[src/rtl/nalep_pkg.sv]
// Shared types and constants for the NAL unit writer with emulation prevention.
// Holds command and result codes, the result burst record and stream constants.
// No dependencies.
`timescale 1ns / 1ps
`default_nettype none

package nalep_pkg;

	localparam int COUNT_BITS_DEF = 24;
	localparam int LEN_BITS       = 24;
	localparam int CAP_BITS       = 24;
	localparam int BURST_MAX      = 5;

	localparam logic [7:0] EPB = 8'h03;
	localparam logic [3:0][7:0] START_PREFIX = {8'h01, 8'h00, 8'h00, 8'h00};
	localparam logic FORBIDDEN_ZERO = 1'b0;

	typedef enum logic [1:0] {
		CMD_START   = 2'd0,
		CMD_PAYLOAD = 2'd1,
		CMD_END     = 2'd2,
		CMD_CLEAR   = 2'd3
	} cmd_t;

	typedef enum logic [1:0] {
		KIND_BYTE = 2'd0,
		KIND_FULL = 2'd1,
		KIND_DONE = 2'd2
	} kind_t;

	typedef enum logic {
		REG_CAPACITY = 1'b0,
		REG_PAD      = 1'b1
	} reg_idx_t;

	// results still to send: bytes[0] is the one on the output
	typedef struct packed {
		logic [2:0]                 count;
		logic [BURST_MAX-1:0][7:0]  bytes;
		kind_t                      tail_kind;
		logic [LEN_BITS-1:0]        tail_len;
	} burst_t;

endpackage

`default_nettype wire

[src/rtl/h264_nal_emulation_prevention_writer_top.sv]
// Annex B NAL unit writer with emulation prevention, single module.
// Depends on nalep_pkg for codes, constants and the result burst record.
//
// Usage: commands enter on the input channel (in_valid/in_stall) with the
// fields command, nal_type, ref_priority, payload_len and data_byte. Results
// leave one per transfer on the output channel (out_valid/out_stall) as
// out_byte, kind, unit_length and last; last marks the final result of a
// command. Registers buffer_capacity (0x0) and trailing_zero_pad (0x4) sit
// on the APB port; write them only while the block is idle.
// The first result of a command appears once the command has passed the input
// register and the result register. Throughput: one command per cycle while
// each command gives at most one result and the receiver does not stall; a
// command giving several results (start 5, escaped payload 2, padded end 2)
// holds the next command in the input register until its final result leaves;
// the single result register sends one result a cycle while not stalled.
// Reset clears the unit state, the occupancy count and both pipeline
// stages; the registers return to capacity 0xFFFFFF and padding on.
// A stalled receiver holds the current result; the input register then
// fills and in_stall rises until the final result of the burst leaves.
`timescale 1ns / 1ps
`default_nettype none

module h264_nal_emulation_prevention_writer_top #(
	parameter int COUNT_BITS = nalep_pkg::COUNT_BITS_DEF
) (
	input  wire logic                           clk,
	input  wire logic                           arst_n,
	// input channel
	input  wire logic                           in_valid,
	output logic                                in_stall,
	input  wire logic [1:0]                     command,
	input  wire logic [4:0]                     nal_type,
	input  wire logic [1:0]                     ref_priority,
	input  wire logic [nalep_pkg::LEN_BITS-1:0] payload_len,
	input  wire logic [7:0]                     data_byte,
	// output channel
	output logic                                out_valid,
	input  wire logic                           out_stall,
	output logic [7:0]                          out_byte,
	output logic [1:0]                          kind,
	output logic [nalep_pkg::LEN_BITS-1:0]      unit_length,
	output logic                                last,
	// configuration
	input  wire logic                           psel,
	input  wire logic                           penable,
	input  wire logic                           pwrite,
	input  wire logic [2:0]                     paddr,
	input  wire logic [31:0]                    pwdata,
	output logic [31:0]                         prdata,
	output logic                                pready
);
	import nalep_pkg::*;

	localparam int NEED_W = ((COUNT_BITS > CAP_BITS) ? COUNT_BITS : CAP_BITS) + 2;

	// configuration registers
	logic [CAP_BITS-1:0] capacity_q;
	logic                pad_q;

	// input stage
	logic                v_s1;
	cmd_t                cmd_s1;
	logic [4:0]          type_s1;
	logic [1:0]          ref_s1;
	logic [LEN_BITS-1:0] len_s1;
	logic [7:0]          db_s1;

	// unit state
	logic [1:0]            zero_run_q;
	logic [COUNT_BITS-1:0] occ_q;
	logic [COUNT_BITS-1:0] ub_q;
	logic                  active_q;
	logic                  lwz_q;

	// result stage
	burst_t burst_s2;

	logic                  cfg_wr;
	logic                  s2_free;
	logic                  advance;
	logic                  in_xfer;
	logic                  out_xfer;
	logic [NEED_W-1:0]     need;
	logic                  fits;
	logic                  esc;
	logic                  pad;
	logic [2:0]            add_k;
	logic [COUNT_BITS:0]   occ_sum;
	logic [COUNT_BITS:0]   ub_sum;
	logic [COUNT_BITS-1:0] occ_sat;
	logic [COUNT_BITS-1:0] ub_sat;
	logic [LEN_BITS-1:0]   len_clamp;
	logic [7:0]            hdr;
	burst_t                burst_d;
	logic [1:0]            zero_run_d;
	logic [COUNT_BITS-1:0] occ_d;
	logic [COUNT_BITS-1:0] ub_d;
	logic                  active_d;
	logic                  lwz_d;

	// configuration port
	assign pready = 1'b1;
	assign cfg_wr = psel & penable & pwrite & pready;

	always_comb begin
		unique case (reg_idx_t'(paddr[2]))
			REG_CAPACITY: prdata = {{(32 - CAP_BITS){1'b0}}, capacity_q};
			REG_PAD:      prdata = {31'd0, pad_q};
			default:      prdata = 32'd0;
		endcase
	end

	always_ff @(posedge clk or negedge arst_n) begin
		if (!arst_n) begin
			capacity_q <= '1;
			pad_q      <= 1'b1;
		end else if (cfg_wr) begin
			unique case (reg_idx_t'(paddr[2]))
				REG_CAPACITY: capacity_q <= pwdata[CAP_BITS-1:0];
				REG_PAD:      pad_q      <= pwdata[0];
				default:      pad_q      <= pad_q;
			endcase
		end
	end

	// handshake
	assign out_valid = (burst_s2.count != 3'd0);
	assign out_xfer  = out_valid & ~out_stall;
	assign s2_free   = (burst_s2.count == 3'd0) || ((burst_s2.count == 3'd1) && !out_stall);
	assign advance   = v_s1 & s2_free;
	assign in_stall  = v_s1 & ~s2_free;
	assign in_xfer   = in_valid & ~in_stall;

	always_ff @(posedge clk or negedge arst_n) begin
		if (!arst_n) begin
			v_s1 <= 1'b0;
		end else begin
			v_s1 <= in_xfer | (v_s1 & ~advance);
		end
	end

	always_ff @(posedge clk) begin
		if (in_xfer) begin
			cmd_s1  <= cmd_t'(command);
			type_s1 <= nal_type;
			ref_s1  <= ref_priority;
			len_s1  <= payload_len;
			db_s1   <= data_byte;
		end
	end

	// size check, escape decision and counter updates
	assign need = NEED_W'(occ_q) + NEED_W'(6) + NEED_W'(len_s1) + NEED_W'(len_s1 >> 1);
	assign fits = (need <= NEED_W'(capacity_q));
	assign esc  = (zero_run_q == 2'd2) && (db_s1 <= EPB);
	assign pad  = pad_q & lwz_q;
	assign hdr  = {FORBIDDEN_ZERO, ref_s1, type_s1};

	always_comb begin
		unique case (cmd_s1)
			CMD_START:   add_k = 3'd5;
			CMD_PAYLOAD: add_k = esc ? 3'd2 : 3'd1;
			CMD_END:     add_k = {2'b00, pad};
			default:     add_k = 3'd0;
		endcase
	end

	assign occ_sum = {1'b0, occ_q} + (COUNT_BITS + 1)'(add_k);
	assign ub_sum  = {1'b0, ub_q} + (COUNT_BITS + 1)'(add_k);
	assign occ_sat = occ_sum[COUNT_BITS] ? '1 : occ_sum[COUNT_BITS-1:0];
	assign ub_sat  = ub_sum[COUNT_BITS] ? '1 : ub_sum[COUNT_BITS-1:0];

	generate
		if (COUNT_BITS > LEN_BITS) begin : g_len_clamp
			assign len_clamp = (|ub_sat[COUNT_BITS-1:LEN_BITS]) ? '1 : ub_sat[LEN_BITS-1:0];
		end else begin : g_len_ext
			assign len_clamp = LEN_BITS'(ub_sat);
		end
	endgenerate

	always_comb begin
		burst_d           = '0;
		burst_d.tail_kind = KIND_BYTE;
		zero_run_d        = zero_run_q;
		occ_d             = occ_q;
		ub_d              = ub_q;
		active_d          = active_q;
		lwz_d             = lwz_q;
		unique case (cmd_s1)
			CMD_START: begin
				active_d = fits;
				if (fits) begin
					burst_d.count    = 3'd5;
					burst_d.bytes[0] = START_PREFIX[0];
					burst_d.bytes[1] = START_PREFIX[1];
					burst_d.bytes[2] = START_PREFIX[2];
					burst_d.bytes[3] = START_PREFIX[3];
					burst_d.bytes[4] = hdr;
					occ_d            = occ_sat;
					ub_d             = COUNT_BITS'(5);
					zero_run_d       = 2'd0;
					lwz_d            = (hdr == 8'h00);
				end else begin
					burst_d.count     = 3'd1;
					burst_d.tail_kind = KIND_FULL;
				end
			end
			CMD_PAYLOAD: begin
				if (active_q) begin
					if (esc) begin
						burst_d.count    = 3'd2;
						burst_d.bytes[0] = EPB;
						burst_d.bytes[1] = db_s1;
					end else begin
						burst_d.count    = 3'd1;
						burst_d.bytes[0] = db_s1;
					end
					occ_d = occ_sat;
					ub_d  = ub_sat;
					lwz_d = (db_s1 == 8'h00);
					if (db_s1 == 8'h00) begin
						if (esc) begin
							zero_run_d = 2'd1;
						end else begin
							zero_run_d = (zero_run_q == 2'd2) ? 2'd2 : zero_run_q + 2'd1;
						end
					end else begin
						zero_run_d = 2'd0;
					end
				end
			end
			CMD_END: begin
				if (active_q) begin
					if (pad) begin
						burst_d.count    = 3'd2;
						burst_d.bytes[0] = EPB;
					end else begin
						burst_d.count    = 3'd1;
					end
					burst_d.tail_kind = KIND_DONE;
					burst_d.tail_len  = len_clamp;
					occ_d             = occ_sat;
					ub_d              = ub_sat;
					active_d          = 1'b0;
					zero_run_d        = 2'd0;
					lwz_d             = 1'b0;
				end
			end
			CMD_CLEAR: begin
				zero_run_d = 2'd0;
				occ_d      = '0;
				ub_d       = '0;
				active_d   = 1'b0;
				lwz_d      = 1'b0;
			end
			default: begin
				active_d = active_q;
			end
		endcase
	end

	always_ff @(posedge clk or negedge arst_n) begin
		if (!arst_n) begin
			zero_run_q <= 2'd0;
			occ_q      <= '0;
			ub_q       <= '0;
			active_q   <= 1'b0;
			lwz_q      <= 1'b0;
		end else if (advance) begin
			zero_run_q <= zero_run_d;
			occ_q      <= occ_d;
			ub_q       <= ub_d;
			active_q   <= active_d;
			lwz_q      <= lwz_d;
		end
	end

	// result stage: load a new burst or advance through the current one
	always_ff @(posedge clk or negedge arst_n) begin
		if (!arst_n) begin
			burst_s2 <= '0;
		end else if (advance) begin
			burst_s2 <= burst_d;
		end else if (out_xfer) begin
			burst_s2.count <= burst_s2.count - 3'd1;
			burst_s2.bytes <= burst_s2.bytes >> 8;
		end
	end

	assign last        = (burst_s2.count == 3'd1);
	assign out_byte    = burst_s2.bytes[0];
	assign kind        = last ? burst_s2.tail_kind : KIND_BYTE;
	assign unit_length = last ? burst_s2.tail_len : '0;

endmodule

`default_nettype wire
[config.mk]
export PLATFORM = sky130hd
export DESIGN_NAME = h264_nal_emulation_prevention_writer_top
export DESIGN_NICKNAME = d
export VERILOG_FILES = /design/src/rtl/nalep_pkg.sv /design/src/rtl/h264_nal_emulation_prevention_writer_top.sv
export SDC_FILE = /design/constraint.sdc
export NUM_CORES = 1
export LEC_CHECK = 0
export CAP_MARGIN = 25
export CORE_MARGIN = 3
export CORE_UTILIZATION = 45
export DETAILED_ROUTE_END_ITERATION = 8
export DONT_BUFFER_PORTS = 1
export GPL_TIMING_DRIVEN = 0
export SLEW_MARGIN = 40
export SYNTH_ARGS = -nofsm -noshare
export SYNTH_HDL_FRONTEND = slang
export SYNTH_SLANG_ARGS = --single-unit
export TNS_END_PERCENT = 30
[constraint.sdc]
create_clock -name clk -period 16 [get_ports clk]
set_input_delay 2.4 -clock clk [delete_from_list [all_inputs] [get_ports clk]]
set_output_delay 2.4 -clock clk [all_outputs]
set_load 0.05 [all_outputs]
[Word level (Yosys, flattened, before mapping)]
Index checks and enable logic that the tools add are counted.
Storage, ports and cells
  register bits: 188
  latch bits: 0
  RAM bits: 0
  bits in read-only memories: 0
  bits of input ports: 83
  output and inout bits: 70
  logic and storage cells: 115
  memories: 0
Cells by class
  $add $sub $neg: 7
  multiply operators: 0
  divide/modulo/power cells: 0
  magnitude comparators: 2
  equality and inequality tests: 9
  shifts and indexed selects: 0
  muxes and demuxes: 44
  bitwise gates (word level): 14
  reductions and logical operators: 18
Operators with widths (count)
  24-bit two-way mux: 9
  24-bit case mux with 3 select lines: 2
  43-bit two-way mux: 2
  32-bit case mux with 2 select lines: 1
  24-bit by 3-bit adder with 25-bit output: 2
  39-bit two-way mux: 1
  28-bit two-way mux: 1
  25-bit by 24-bit adder with 26-bit output: 1
  26-bit by 23-bit adder with 26-bit output: 1
  26-bit by 24-bit less-or-equal comparator with 1-bit output: 1
  24-bit by 3-bit adder with 25-bit output, second input constant: 1
  8-bit case mux with 3 select lines: 1
  2-bit two-way mux: 11
  3-bit case mux with 3 select lines: 2
  8-bit zero test: 2
  16-bit two-way mux: 1
  8-bit two-way mux: 2
  8-bit case mux with 2 select lines: 1
  1-bit bitwise AND: 8
  8-bit by 2-bit less-or-equal comparator with 1-bit output, second input constant: 1
  2-bit case mux with 4 select lines: 1
  2-bit equality test, second input constant: 3
  3-bit two-way mux: 2
  2-bit inequality test, second input constant: 3
  22 further kinds: 34

[Longest topological paths before layout]
Gate-level depths: netlist (run 1).
  depth after elaboration: 9
  gate-level depth with buffers: 25

[Least setup slack after synthesis (run 1)]
No wires, ideal clock.
  path type: input to output
  start point: in paddr[2]
  end point: out prdata[10]
  data arrival time: 3.420 ns
  setup slack: 10.180 ns
  stages on the path: 3
  cell sequence: clkbuf_1 -> clkbuf_1 -> nor2_1
On the way
  cells in the longest elaborated chain, start to end: 2
Ends and longest elaborated chain
  start, declared: line h264_nal_emulation_prevention_writer_top.sv:47  | input wire logic [2:0] paddr,
  1-bit inverter (no line)
  32-bit case mux with 2 select lines (*): line h264_nal_emulation_prevention_writer_top.sv:106  | unique case (reg_idx_t'(paddr[2]))
  end, declared: line h264_nal_emulation_prevention_writer_top.sv:49  | output logic [31:0] prdata,
Every way passes the cells marked *; elsewhere a longest branch is shown, timed or not. The select of a mux whose other input is x is not followed.

[Worst setup path in the final report (run 1)]
  start point: reg len_s1[3]
  end point: reg occ_q[1]
On the way
  cells in the longest elaborated chain, start to end: 5
Ends and longest elaborated chain
  start, declared: line h264_nal_emulation_prevention_writer_top.sv:65  | logic [LEN_BITS-1:0] len_s1;
  start signal, assigned: line h264_nal_emulation_prevention_writer_top.sv:147  | len_s1 <= payload_len;
  25-bit by 24-bit adder with 26-bit output: line h264_nal_emulation_prevention_writer_top.sv:153  | assign need = NEED_W'(occ_q) + NEED_W'(6) + NEED_W'(len_s1) + NEED_W'(len_s1 >> 1);
  26-bit by 23-bit adder with 26-bit output (*): line h264_nal_emulation_prevention_writer_top.sv:153
  26-bit by 24-bit less-or-equal comparator with 1-bit output (*): line h264_nal_emulation_prevention_writer_top.sv:154  | assign fits = (need <= NEED_W'(capacity_q));
  2-bit inequality test (no line) (*)
  3-bit AND reduction (no line) (*)
  end signal, assigned: line h264_nal_emulation_prevention_writer_top.sv:265  | occ_q <= '0;
  end signal, assigned: line h264_nal_emulation_prevention_writer_top.sv:271  | occ_q <= occ_d;
  end, declared: line h264_nal_emulation_prevention_writer_top.sv:70  | logic [COUNT_BITS-1:0] occ_q;
Every way passes the cells marked *; elsewhere a longest branch is shown, timed or not.
A chain may end at the register's enable or synchronous reset.

==> summary.txt, run 1 <==
Status
  – Status: finished, final reports clean

Clock tree
  – Max clock buf depth: 2
  – CTS clk-pin slew, worst paths: 0.08 ns
  – Post-CTS Setup Bufs: 0
  – CTS tree: built
  – Clock Latency Late Sink: 0.45 ns
  – CTS resizes: 0
  – Num CTS Buffers: 17
  – Num Clock Sinks: about 190
  – H-Tree Depth: 4
  – CTS Hold Bufs: 0
  – Root buf cell: clkbuf_16

Setup path
  – Arrival time worst endpoint: about 6.5 ns
  – CP max FO: 10
  – Reg2reg setup slack: 9.85 ns
  – CP required: 16.32 ns
  – Crit start category: flip-flop
  – Worst setup path class: reg -> reg
  – CP endpoint kind: flip-flop

Logic synthesis
  – Number of flops mapped to enable cells by yosys: 41
  – Instance count of the mapped netlist: 1226
  – Synth async-reset ratio: 77.8%
  – Synth unique cells: 75
  – Synth top area cells: dfrtp_1 (25%), edfxtp_1 (11%), ha_1 (9.3%)
  – Largest area contributor in the netlist: dfrtp_1
  – Number of synthesized register bits: 185
  – Ys flop type: dfrtp_1
  – Syn_area_per_cell: 9.54 µm²
  – Post-Syn Area: 11700 µm²
  – Top cell type's share of synthesized area: 25.4%
  – Sequential fraction of the synthesis area: 41.6%
  – Yosys warnings: 0

Route
  – Number of DRC markers in iteration 0: roughly 570
  – Drt drc: 0
  – Routed wire length: roughly 27 mm
  – Routed length per instance: 17.2 µm
  – Remaining antenna violation count: 0
  – Via count: 8823
  – DR vias/cell: 5.53
  – TritonRoute pass-1 iters: 5

Timing
  – Clock skew: 0.0192 ns
  – Min Tclk post-route: just over 6 ns
  – Slew @ Worst Pin: 0.890 ns
  – Period utilisation layout: between 30% and 40%
  – # setup viols final: 0
  – Setup WS post-layout: about 9.9 ns
  – Final Max Tran Viols: 0
  – Worst relative slew slack: 40.5%
  – Final hold violation count: 0
  – RSZ-0062 raised after global routing: no
  – Setup TNS: 0 ns
  – Max Clk Rate: 163 MHz

Power
  – Worst vdd ir: roughly 0.000084 V
  – Lkg Pwr: 0.00563 µW
  – Power density over cell area: roughly 190 nW/µm²

GRT
  – Largest net degree at the start of global routing: 145
  – Antenna violations before repair: 0
  – Gr usage total: 19.7%
  – Vias in the first global route: 8680
  – First-pass GRT wire length: 45.0 mm
  – Grt ovf: 0

Floorplan
  – Die ar.: 28000 µm²
  – IO Pins: around 150
  – Die height: 167 µm
  – Rows: 58
  – Initial Utilization: a little under half
  – Core area: 25400 µm²
  – Die Wd: roughly 170 µm

Cells and area
  – Final nets: 1450
  – Filler instances: 2383
  – N_diodes: 0
  – Commonest cells after routing, fill and taps aside: nand2_1 (120), dfrtp_1 (119), inv_1 (108), nor2_1 (92), ha_1 (87)
  – Design Area, Final: between 10000 and 15000 µm²
  – Fraction of layout cells with a size suffix above 1: around an eighth
  – Area grow syn2layout: 9.71%
  – Commonest non-fill, non-tap cell in the layout: nand2_1
  – Register Area: 4870 µm²
  – Area of the multi-input gates: 6170 µm²

Placement
  – Pre-CTS setup slack: 9.86 ns
  – GPL Wtd Cong: 0.900
  – HPWL Detailed: 20.5 mm
  – Cell Area, Placed: 12200 µm²
  – I/O Buffers: 0

Flow run
  – Max-cap violations: 0

Hold path
  – Hold Path Class: reg -> reg
-- state kept, by name (all words and copies together) (netlist names) --
| signal | flops |
|---|---|
| pad_q | 1 |
| occ_q | 24 |
| ub_q | 24 |
| type_s1 | 5 |
| cmd_s1 | 2 |
| lwz_q | 1 |
| ref_s1 | 2 |
| zero_run_q | 2 |
| db_s1 | 8 |
| v_s1 | 1 |
| len_s1 | 24 |
| burst_s2 | 58 |
| active_q | 1 |
| capacity_q | 24 |
| out_byte | 8 |
-- synth_stat cells (all sizes together) (31+ instances only) --
cell type / instances
nand2: 120
dfrtp: 119
edfxtp: 41
inv: 108
mux2: 35
nor2: 111
ha: 87
nand3: 35
clkbuf: 39
and2: 31
o21ai: 84
a21oi: 75
-- cell families after synthesis --
| logic type | count (synthesis) | share of synthesized area (%) |
|---|---|---|
| buf+inv | 174 | 6.34 |
| fa+ha+maj | 114 | 13.9 |
| other cells | 2 | 0.0642 |
| mux | 37 | 3.54 |
| compound gates | 288 | 16.2 |
| simple gates | 393 | 15.9 |
| xor+xnor | 33 | 2.47 |
| flops | 185 | 41.6 |
-- worst max-delay path, stage by stage (launching register included) --
cell	delay, ns
edfxtp_1	0.36
inv_1	0.11
ha_1	0.26
fa_1	0.50
inv_1	0.04
ha_1	0.21
fa_1	0.43
a211oi_1	0.22
nor2_1	0.13
o211ai_2	0.30
a21oi_1	0.14
o21ai_0	0.27
o21bai_1	0.18
o311ai_0	0.43
ha_1	0.33
nand4_1	0.10
nor2_1	0.09
o21a_1	0.13
and3_1	0.17
a211oi_2	0.40
a41oi_4	0.28
nor2_2	0.33
buf_4	0.27
mux2_1	0.34
-- worst paths after layout --
path / from / end / depth (start not counted)
max reg2reg: len_s1[3]$_DFFE_PP_ / occ_q[1]$_DFFE_PN0P_ / 23
min in group asynchronous: arst_n / burst_s2[47]$_DFFE_PN0P_ / 0
min reg2reg: burst_s2[8]$_DFFE_PN0P_ / burst_s2[8]$_DFFE_PN0P_ / 2
max: len_s1[3]$_DFFE_PP_ / occ_q[1]$_DFFE_PN0P_ / 23
max in group asynchronous: arst_n / burst_s2[5]$_DFFE_PN0P_ / 0
min: burst_s2[8]$_DFFE_PN0P_ / burst_s2[8]$_DFFE_PN0P_ / 2
-- per-layer routing --
| layer | global-route usage [%] | up-vias | wire length (µm) |
|---|---|---|---|
| li1 | - | 4291 | - |
| met4 | 3.98 | 0 | 303 |
| met3 | 3.82 | 19 | 1210 |
| met5 | 0 | - | 0 |
| met1 | 27.6 | 4312 | 12700 |
| met2 | 32.3 | 201 | 13200 |
-- report_power, final --
group	switching [µW]	leakage (µW)	internal, µW
logic	862	0.00305	497
registers	54.1	0.00227	581
clock network	229	0.000303	218
total	1140	0.00562	1300
-- stage by stage --
step | hold WS, ns | instances | util (%) | total power, µW
detailed placement | 0.466 | 1564 | 47.9 | 2010
CTS | 0.484 | 1596 | 50.4 | 2460
global placement | 0.455 | 1563 | 47.8 | 1970
finish | 0.476 | 1596 | 50.5 | 2440
global route | 0.498 | 1596 | 50.5 | 2670
floorplan | 0.439 | 1233 | - | 1680
-- cell type report --
class	instances	share of cell area [%]
Inverter	108	3.16
Tap cell	330	3.22
Clock inverter	15	1.59
Clock buffer	17	3.31
Timing Repair Buffer	1	0.156
Sequential cell	185	37.9
Buffer	66	2.62
Multi-Input combinational cell	874	48.0
Note: power is estimated with default switching activity, not from simulation.
==> run 2, diff against run 1 <==
- clock period: 16 -> 5.9 ns (I/O delays scaled with it)
==> run 2 against run 1 <==
Against the previous run: utilization increased by 0.64 points; non-clock buffer count is 6 higher; power grew to 2.8 times the previous value; final cell count grew 0.38%; die area unchanged.
==> summary.txt, run 2 (synthesis results as in run 1) <==
Setup path
  – Worst R2R Start: len_s1[6]$_DFFE_PP_ (was len_s1[3]$_DFFE_PP_)
  – Critical Path Source: len_s1[6]$_DFFE_PP_ (was len_s1[3]$_DFFE_PP_)
  – Worst setup path class: reg -> reg (unchanged)
  – CP max FO: 10 (unchanged)
  – Top delay family on crit path: compound AO/OA/AOI/OAI gates (unchanged)
  – Arrival time worst endpoint: 5.92 ns (was 6.47 ns)
  – CP required: 6.22 ns (was 16.32 ns)
  – CP bufs+invs: 4 (was 3)
  – Slowest stage cell on the critical path: fa_1 (unchanged)
  – Max stage delay on crit path: 0.50 ns (about the same)
  – CP endpoint kind: flip-flop (unchanged)
  – CP cell instances: inv_1 -> fa_1 -> inv_1 -> ha_1 -> ha_4 -> and2_1 -> a221oi_2 -> a21oi_2 -> or3_4 -> a21o_1 -> a21oi_2 -> xnor2_1 -> ha_1 -> and4_2 -> nand4_1 -> o21a_1 -> and3_1 -> a211oi_4 -> a41oi_4 -> nand2b_1 -> buf_2 -> buf_6 -> o22a_1 (was inv_1 -> ha_1 -> fa_1 -> inv_1 -> ha_1 -> fa_1 -> a211oi_1 -> nor2_1 -> o211ai_2 -> a21oi_1 -> o21ai_0 -> o21bai_1 -> o311ai_0 -> ha_1 -> nand4_1 -> nor2_1 -> o21a_1 -> and3_1 -> a211oi_2 -> a41oi_4 -> nor2_2 -> buf_4 -> mux2_1)
  – Crit start category: flip-flop (unchanged)

Power
  – Power density over cell area: 524 nW/µm² (was 190 nW/µm²)
  – Clock share of power: 17.8% (was 18.3%)
  – Share of power burned in registers: 25.3% (was 26.0%)
  – Sw Ratio: 46.7% (was 46.9%)
  – Int Power: 3630 µW (was 1300 µW)
  – Lkg Pwr: 0.00568 µW (was 0.00563 µW)
  – Worst vdd ir: 0.000227 V (was 0.0000835 V)
  – P_sw: 3180 µW (was 1140 µW)
  – Logic pwr share: 56.9% (was 55.7%)

Route
  – Remaining antenna violation count: 0 (unchanged)
  – Routed wire length: 27.7 mm (was 27.4 mm)
  – Routed length per instance: 17.3 µm (was 17.2 µm)
  – Number of DRC markers in iteration 0: 529 (was 566)
  – Drt drc: 0 (unchanged)
  – TritonRoute pass-1 iters: 7 (was 5)
  – Via count: 8859 (was 8823)
  – DR vias/cell: 5.53 (about the same)

Cells and area
  – Fraction of layout cells with a size suffix above 1: 14.1% (was 12.2%)
  – Filler instances: 2366 (was 2383)
  – Top reg by flops: burst_s2 (unchanged)
  – Core Util, Final: 51.2% (was 50.5%)
  – Commonest non-fill, non-tap cell in the layout: nand2_1 (unchanged)
  – N_diodes: 0 (unchanged)
  – Area of the multi-input gates: 6260 µm² (was 6170 µm²)
  – Max reg flops: 58 (unchanged)
  – Final nets: 1456 (was 1450)
  – Area grow syn2layout: 11.1% (was 9.71%)
  – Register Area: 4870 µm² (unchanged)
  – Commonest cells after routing, fill and taps aside: nand2_1 (120), dfrtp_1 (119), inv_1 (108), nor2_1 (91), ha_1 (85) (was nand2_1 (120), dfrtp_1 (119), inv_1 (108), nor2_1 (92), ha_1 (87))

Timing
  – Final Max Tran Viols: 0 (unchanged)
  – Slew @ Worst Pin: 0.888 ns (was 0.890 ns)
  – Min Tclk post-route: 5.60 ns (was 6.15 ns)
  – Final hold violation count: 0 (unchanged)
  – # setup viols final: 0 (unchanged)
  – Period utilisation layout: 94.8% (was 38.4%)
  – Setup TNS: 0 ns (unchanged)
  – Worst relative slew slack: 40.6% (was 40.5%)
  – Max Clk Rate: 179 MHz (was 163 MHz)
  – Clock skew: 0.0178 ns (was 0.0192 ns)

GRT
  – First-pass GRT wire length: 45.1 mm (was 45.0 mm)
  – Antenna violations before repair: 0 (unchanged)
  – Grt ovf: 0 (unchanged)
  – Vias in the first global route: 8708 (was 8680)
  – Largest net degree at the start of global routing: 145 (unchanged)
  – Gr usage total: 19.7% (about the same)

Clock tree
  – Num CTS Buffers: 17 (unchanged)
  – Root buf cell: clkbuf_16 (unchanged)
  – CTS tree: built (unchanged)
  – Clock Latency Late Sink: 0.45 ns (about the same)
  – Max clock buf depth: 2 (unchanged)
  – Num Clock Sinks: 185 (unchanged)
  – H-Tree Depth: 4 (unchanged)
  – CTS clk-pin slew, worst paths: 0.09 ns (was 0.08 ns)

Floorplan
  – Rows: 58 (unchanged)
  – Core area: 25400 µm² (unchanged)
  – IO Pins: 153 (unchanged)
  – Die height: 167 µm (unchanged)
  – Initial Utilization: 46.1% (unchanged)
  – Die Wd: 167 µm (unchanged)
  – Die ar.: 28000 µm² (unchanged)

Flow run
  – Max-cap violations: 0 (unchanged)

Hold path
  – Hold Path Class: in -> async (was reg -> reg)

Placement
  – GPL Wtd Cong: 0.900 (unchanged)
  – I/O Buffers: 0 (unchanged)
  – HPWL Detailed: 20.5 mm (unchanged)

Status
  – Status: finished, final reports clean (unchanged)
-- run 2: worst register-to-register path, cell delays in order (launching register included) --
cell	delay, ns
edfxtp_1	0.39
inv_1	0.07
fa_1	0.50
inv_1	0.04
ha_1	0.32
ha_4	0.27
and2_1	0.16
a221oi_2	0.33
a21oi_2	0.12
or3_4	0.35
a21o_1	0.19
a21oi_2	0.14
xnor2_1	0.10
ha_1	0.30
and4_2	0.27
nand4_1	0.15
o21a_1	0.25
and3_1	0.21
a211oi_4	0.28
a41oi_4	0.25
nand2b_1	0.21
buf_2	0.18
buf_6	0.17
o22a_1	0.23
-- run 2: timing repair --
| item | in CTS | in global routing |
|---|---|---|
| pin swaps | 3 | 13 |
| cloned | 0 | 0 |
| endpoints found under the setup margin | 56 | 60 |
| gates resized for setup | 6 | 27 |
| setup buffers | 3 | 4 |
| hold buffers | 0 | 0 |
-- run 2: power groups by stage --
stage,clock network [µW],logic (µW),registers (µW)
6_report,1210,3880,1720
5_1_grt,1290,4390,1750
4_1_cts,1240,3760,1730
3_5_place_dp,0,3690,1750
3_3_place_gp,0,3600,1750
2_1_floorplan,0,2850,1700
-- run 2: cell type report --
class | count | share of cell area (%)
repair buffers | 8 | 0.616
multi-input cells | 874 | 48.2
clock buffers | 17 | 3.27
plain buffers | 65 | 2.66
flip-flops and latches | 185 | 37.4
inverters | 108 | 3.12
well taps | 330 | 3.18
clock inverters | 15 | 1.57
-- run 2: metrics by stage --
step                      power [µW]  cells  cell area (µm²)  worst slack [ns]  hold slack (ns)
after floorplan                 4550   1233            11700             0.751            0.439
after global placement          5350   1563            12100            -0.182            0.455
after detailed placement        5440   1564            12200            -0.235            0.466
after CTS                       6730   1599            12800            0.0451            0.118
after global routing            7440   1602            13000           -0.0261            0.117
final                           6810   1602            13000             0.304            0.158
-- run 2: worst paths after layout --
| path | depth (start not counted) | endpoint | slack (ns) |
|---|---|---|---|
| hold / removal | 0 | burst_s2[45]$_DFFE_PN0P_ | 0.16 |
| min in group clk | 2 | burst_s2[8]$_DFFE_PN0P_ | 0.48 |
| setup / recovery | 23 | occ_q[3]$_DFFE_PN0P_ | 0.30 |
| setup reg to reg | 23 | occ_q[3]$_DFFE_PN0P_ | 0.30 |
| hold reg to reg | 2 | burst_s2[8]$_DFFE_PN0P_ | 0.48 |
| max in group asynchronous | 0 | ub_q[8]$_DFFE_PN0P_ | 5.54 |
-- run 2: routing by layer --
metal | routed length (µm) | track usage, % | share of wire [%]
met4 | 320 | 3.98 | 1.2
met2 | 13400 | 32.4 | 49
met3 | 1140 | 3.82 | 4.1
met5 | 0 | 0 | 0
met1 | 12800 | 27.6 | 46
==> run 3, diff against run 2 <==
- BUFFER_PORTS_ARGS: default -> -buffer_cell sky130_fd_sc_hd__buf_2
- CORE_UTILIZATION: 45 -> 59
- DONT_BUFFER_PORTS: 1 -> default
- MAX_ROUTING_LAYER: default -> met4
- PLACE_DENSITY: default -> 0.81
==> run 3 against run 2 <==
Against the previous run: register-to-register slack got worse by 0.21 ns; worst hold slack gained 0.26 ns; non-clock buffer count increased by 135; first-iteration DRC count rose by 59%; largest power group unchanged; final area up 4.8%; critical endpoint is now occ_q[23]$_DFFE_PN0P_.
==> summary.txt, run 3 (synthesis results as in run 1) <==
Status
  – Status: finished, final reports clean (unchanged)

Cells and area
  – Final nets: 1591 (was 1456)
  – Max reg flops: 58 (unchanged)
  – Commonest cells after routing, fill and taps aside: buf_2 (134), nand2_1 (120), dfrtp_1 (117), nor2_1 (109), inv_1 (107) (was nand2_1 (120), dfrtp_1 (119), inv_1 (108), nor2_1 (91), ha_1 (85))
  – Commonest non-fill, non-tap cell in the layout: buf_2 (was nand2_1)
  – Filler instances: 1415 (was 2366)
  – Core Util, Final: 71.4% (was 51.2%)
  – N_diodes: 0 (unchanged)
  – Area grow syn2layout: 16.5% (was 11.1%)
  – Top reg by flops: burst_s2 (unchanged)
  – Fraction of layout cells with a size suffix above 1: 21.4% (was 14.1%)

Timing
  – Worst relative slew slack: 46.4% (was 40.6%)
  – Final hold violation count: 0 (unchanged)
  – Period utilisation layout: 98.4% (was 94.8%)
  – Setup WS post-layout: 0.0964 ns (was 0.304 ns)
  – # setup viols final: 0 (unchanged)
  – Clock skew: 0.0141 ns (was 0.0178 ns)
  – Max Clk Rate: 172 MHz (was 179 MHz)
  – Final Max Tran Viols: 0 (unchanged)
  – Min Tclk post-route: 5.80 ns (was 5.60 ns)
  – Slew @ Worst Pin: 0.804 ns (was 0.888 ns)

Placement
  – HPWL Detailed: 20.9 mm (was 20.5 mm)
  – GPL Wtd Cong: 0.949 (was 0.900)
  – Pre-CTS setup slack: -0.418 ns (was -0.235 ns)
  – I/O Buffers: 132 (was 0)

Setup path
  – Slowest stage cell on the critical path: fa_1 (unchanged)
  – Top delay family on crit path: compound AO/OA/AOI/OAI gates (unchanged)
  – Max stage delay on crit path: 0.51 ns (was 0.50 ns)
  – Arrival time worst endpoint: 6.16 ns (was 5.92 ns)
  – CP required: 6.25 ns (was 6.22 ns)
  – Crit start category: flip-flop (unchanged)
  – CP bufs+invs: 1 (was 4)
  – Worst setup path class: reg -> reg (unchanged)
  – CP max FO: 8 (was 10)
  – CP cell instances: fa_1 -> ha_1 -> ha_4 -> and2_1 -> a221oi_2 -> a21oi_2 -> o311a_1 -> o21ai_2 -> a21oi_2 -> o41ai_2 -> xnor2_2 -> ha_1 -> nand2_1 -> nor2_2 -> o21a_1 -> and3_1 -> a211oi_4 -> a41oi_4 -> buf_6 -> o41a_1 -> o22ai_1 (was inv_1 -> fa_1 -> inv_1 -> ha_1 -> ha_4 -> and2_1 -> a221oi_2 -> a21oi_2 -> or3_4 -> a21o_1 -> a21oi_2 -> xnor2_1 -> ha_1 -> and4_2 -> nand4_1 -> o21a_1 -> and3_1 -> a211oi_4 -> a41oi_4 -> nand2b_1 -> buf_2 -> buf_6 -> o22a_1)
  – CP endpoint kind: flip-flop (unchanged)

Hold path
  – Hold Path Class: in -> async (unchanged)

Route
  – TritonRoute pass-1 iters: 6 (was 7)
  – Number of DRC markers in iteration 0: 840 (was 529)
  – Routed length per instance: 17.3 µm (about the same)
  – DR vias/cell: 5.79 (was 5.53)
  – Remaining antenna violation count: 0 (unchanged)
  – Via count: 9647 (was 8859)
  – Drt drc: 0 (unchanged)
  – Routed wire length: 28.9 mm (was 27.7 mm)

GRT
  – Gr usage total: 27.5% (was 19.7%)
  – Grt ovf: 0 (unchanged)
  – Antenna violations before repair: 0 (unchanged)
  – Vias in the first global route: 9470 (was 8708)
  – First-pass GRT wire length: 47.0 mm (was 45.1 mm)
  – Largest net degree at the start of global routing: 70 (was 145)

Clock tree
  – Num CTS Buffers: 17 (unchanged)
  – Root buf cell: clkbuf_16 (unchanged)
  – Clock Latency Late Sink: 0.45 ns (about the same)
  – CTS tree: built (unchanged)
  – Max clock buf depth: 2 (unchanged)
  – CTS clk-pin slew, worst paths: 0.08 ns (was 0.09 ns)
  – H-Tree Depth: 4 (unchanged)
  – CTS Hold Bufs: 0 (unchanged)
  – Num Clock Sinks: 185 (unchanged)

Power
  – Power density over cell area: 519 nW/µm² (was 524 nW/µm²)
  – Lkg Pwr: 0.00631 µW (was 0.00568 µW)
  – Worst vdd ir: 0.000353 V (was 0.000227 V)

Floorplan
  – Die ar.: 21600 µm² (was 28000 µm²)
  – IO Pins: 153 (unchanged)
  – Die height: 147 µm (was 167 µm)
  – Core area: 19100 µm² (was 25400 µm²)
  – Rows: 50 (was 58)
  – Die Wd: 147 µm (was 167 µm)
  – Initial Utilization: 61.3% (was 46.1%)

Flow run
  – Max-cap violations: 0 (unchanged)
run 3: changes by cell type in the layout (fill, tap and decap cells not counted), sizes merged:
cell      before  now
clkbuf        54   53
buf           36  172
clkinv         6    7
clkinvlp       0    1
inv          117  115
run 3: worst paths after layout:
kind,startpoint,to,slack (ns),depth (start not counted)
setup / recovery,len_s1[6]$_DFFE_PP_,occ_q[23]$_DFFE_PN0P_,0.1,21
hold / removal,arst_n,capacity_q[15]$_DFFE_PN1P_,0.42,1
setup reg to reg,len_s1[6]$_DFFE_PP_,occ_q[23]$_DFFE_PN0P_,0.1,21
hold reg to reg,burst_s2[16]$_DFFE_PN0P_,burst_s2[16]$_DFFE_PN0P_,0.47,2
max in group asynchronous,arst_n,occ_q[11]$_DFFE_PN0P_,4.75,3
min in group clk,burst_s2[16]$_DFFE_PN0P_,burst_s2[16]$_DFFE_PN0P_,0.47,2
run 3: where the power goes:
part / total [µW] / switching (µW) / internal (µW) / leakage (µW)
sequential: 1730 / 150 / 1580 / 0.00226
clock: 1180 / 601 / 581 / 0.000296
combinational: 4160 / 2610 / 1550 / 0.00375
total: 7070 / 3360 / 3710 / 0.00631
run 3: what timing repair did:
action                                  in CTS  in global routing
pin swaps                                    2                 11
gates resized for setup                      7                 41
gates cloned                                 0                  0
endpoints found under the setup margin      60                 60
setup buffers                                2                  7
run 3: final cells by class:
| cell class | count | area (µm²) | area share, % |
|---|---|---|---|
| Multi-Input combinational cell | 874 | 6250 | 45.9 |
| Sequential cell | 185 | 4870 | 35.7 |
| Timing Repair Buffer | 143 | 797 | 5.85 |
| Clock buffer | 17 | 425 | 3.12 |
| Inverter | 108 | 405 | 2.97 |
| Buffer | 65 | 360 | 2.64 |
| Tap cell | 260 | 325 | 2.39 |
| Clock inverter | 15 | 193 | 1.41 |
run 3: through the flow:
stage	hold slack (ns)	total power (µW)	cells	TNS, ns	area [µm²]
finish	0.416	7070	1667	0	13600
global placement	0.454	5400	1625	-7.27	12700
floorplan	0.439	4550	1233	0	11700
CTS	0.409	6840	1661	0	13400
detailed placement	0.462	5560	1627	-11.81	12800
global route	0.411	7610	1667	-2.96	13600
run 3: per-layer routing:
layer / vias up / track usage, % / wire length (µm)
li1: 4595 / - / -
met2: 387 / 43.4 / 13900
met3: 46 / 4.81 / 1870
met5: - / - / 0
met1: 4619 / 37.2 / 12600
met4: 0 / 7.57 / 490
run 3: worst reg2reg max path: stages (launching register included):
cell	delay (ns)
edfxtp_1	0.44
fa_1	0.51
ha_1	0.36
ha_4	0.27
and2_1	0.19
a221oi_2	0.31
a21oi_2	0.11
o311a_1	0.44
o21ai_2	0.18
a21oi_2	0.10
o41ai_2	0.48
xnor2_2	0.18
ha_1	0.37
nand2_1	0.10
nor2_2	0.05
o21a_1	0.11
and3_1	0.19
a211oi_4	0.27
a41oi_4	0.29
buf_6	0.22
o41a_1	0.41
o22ai_1	0.15
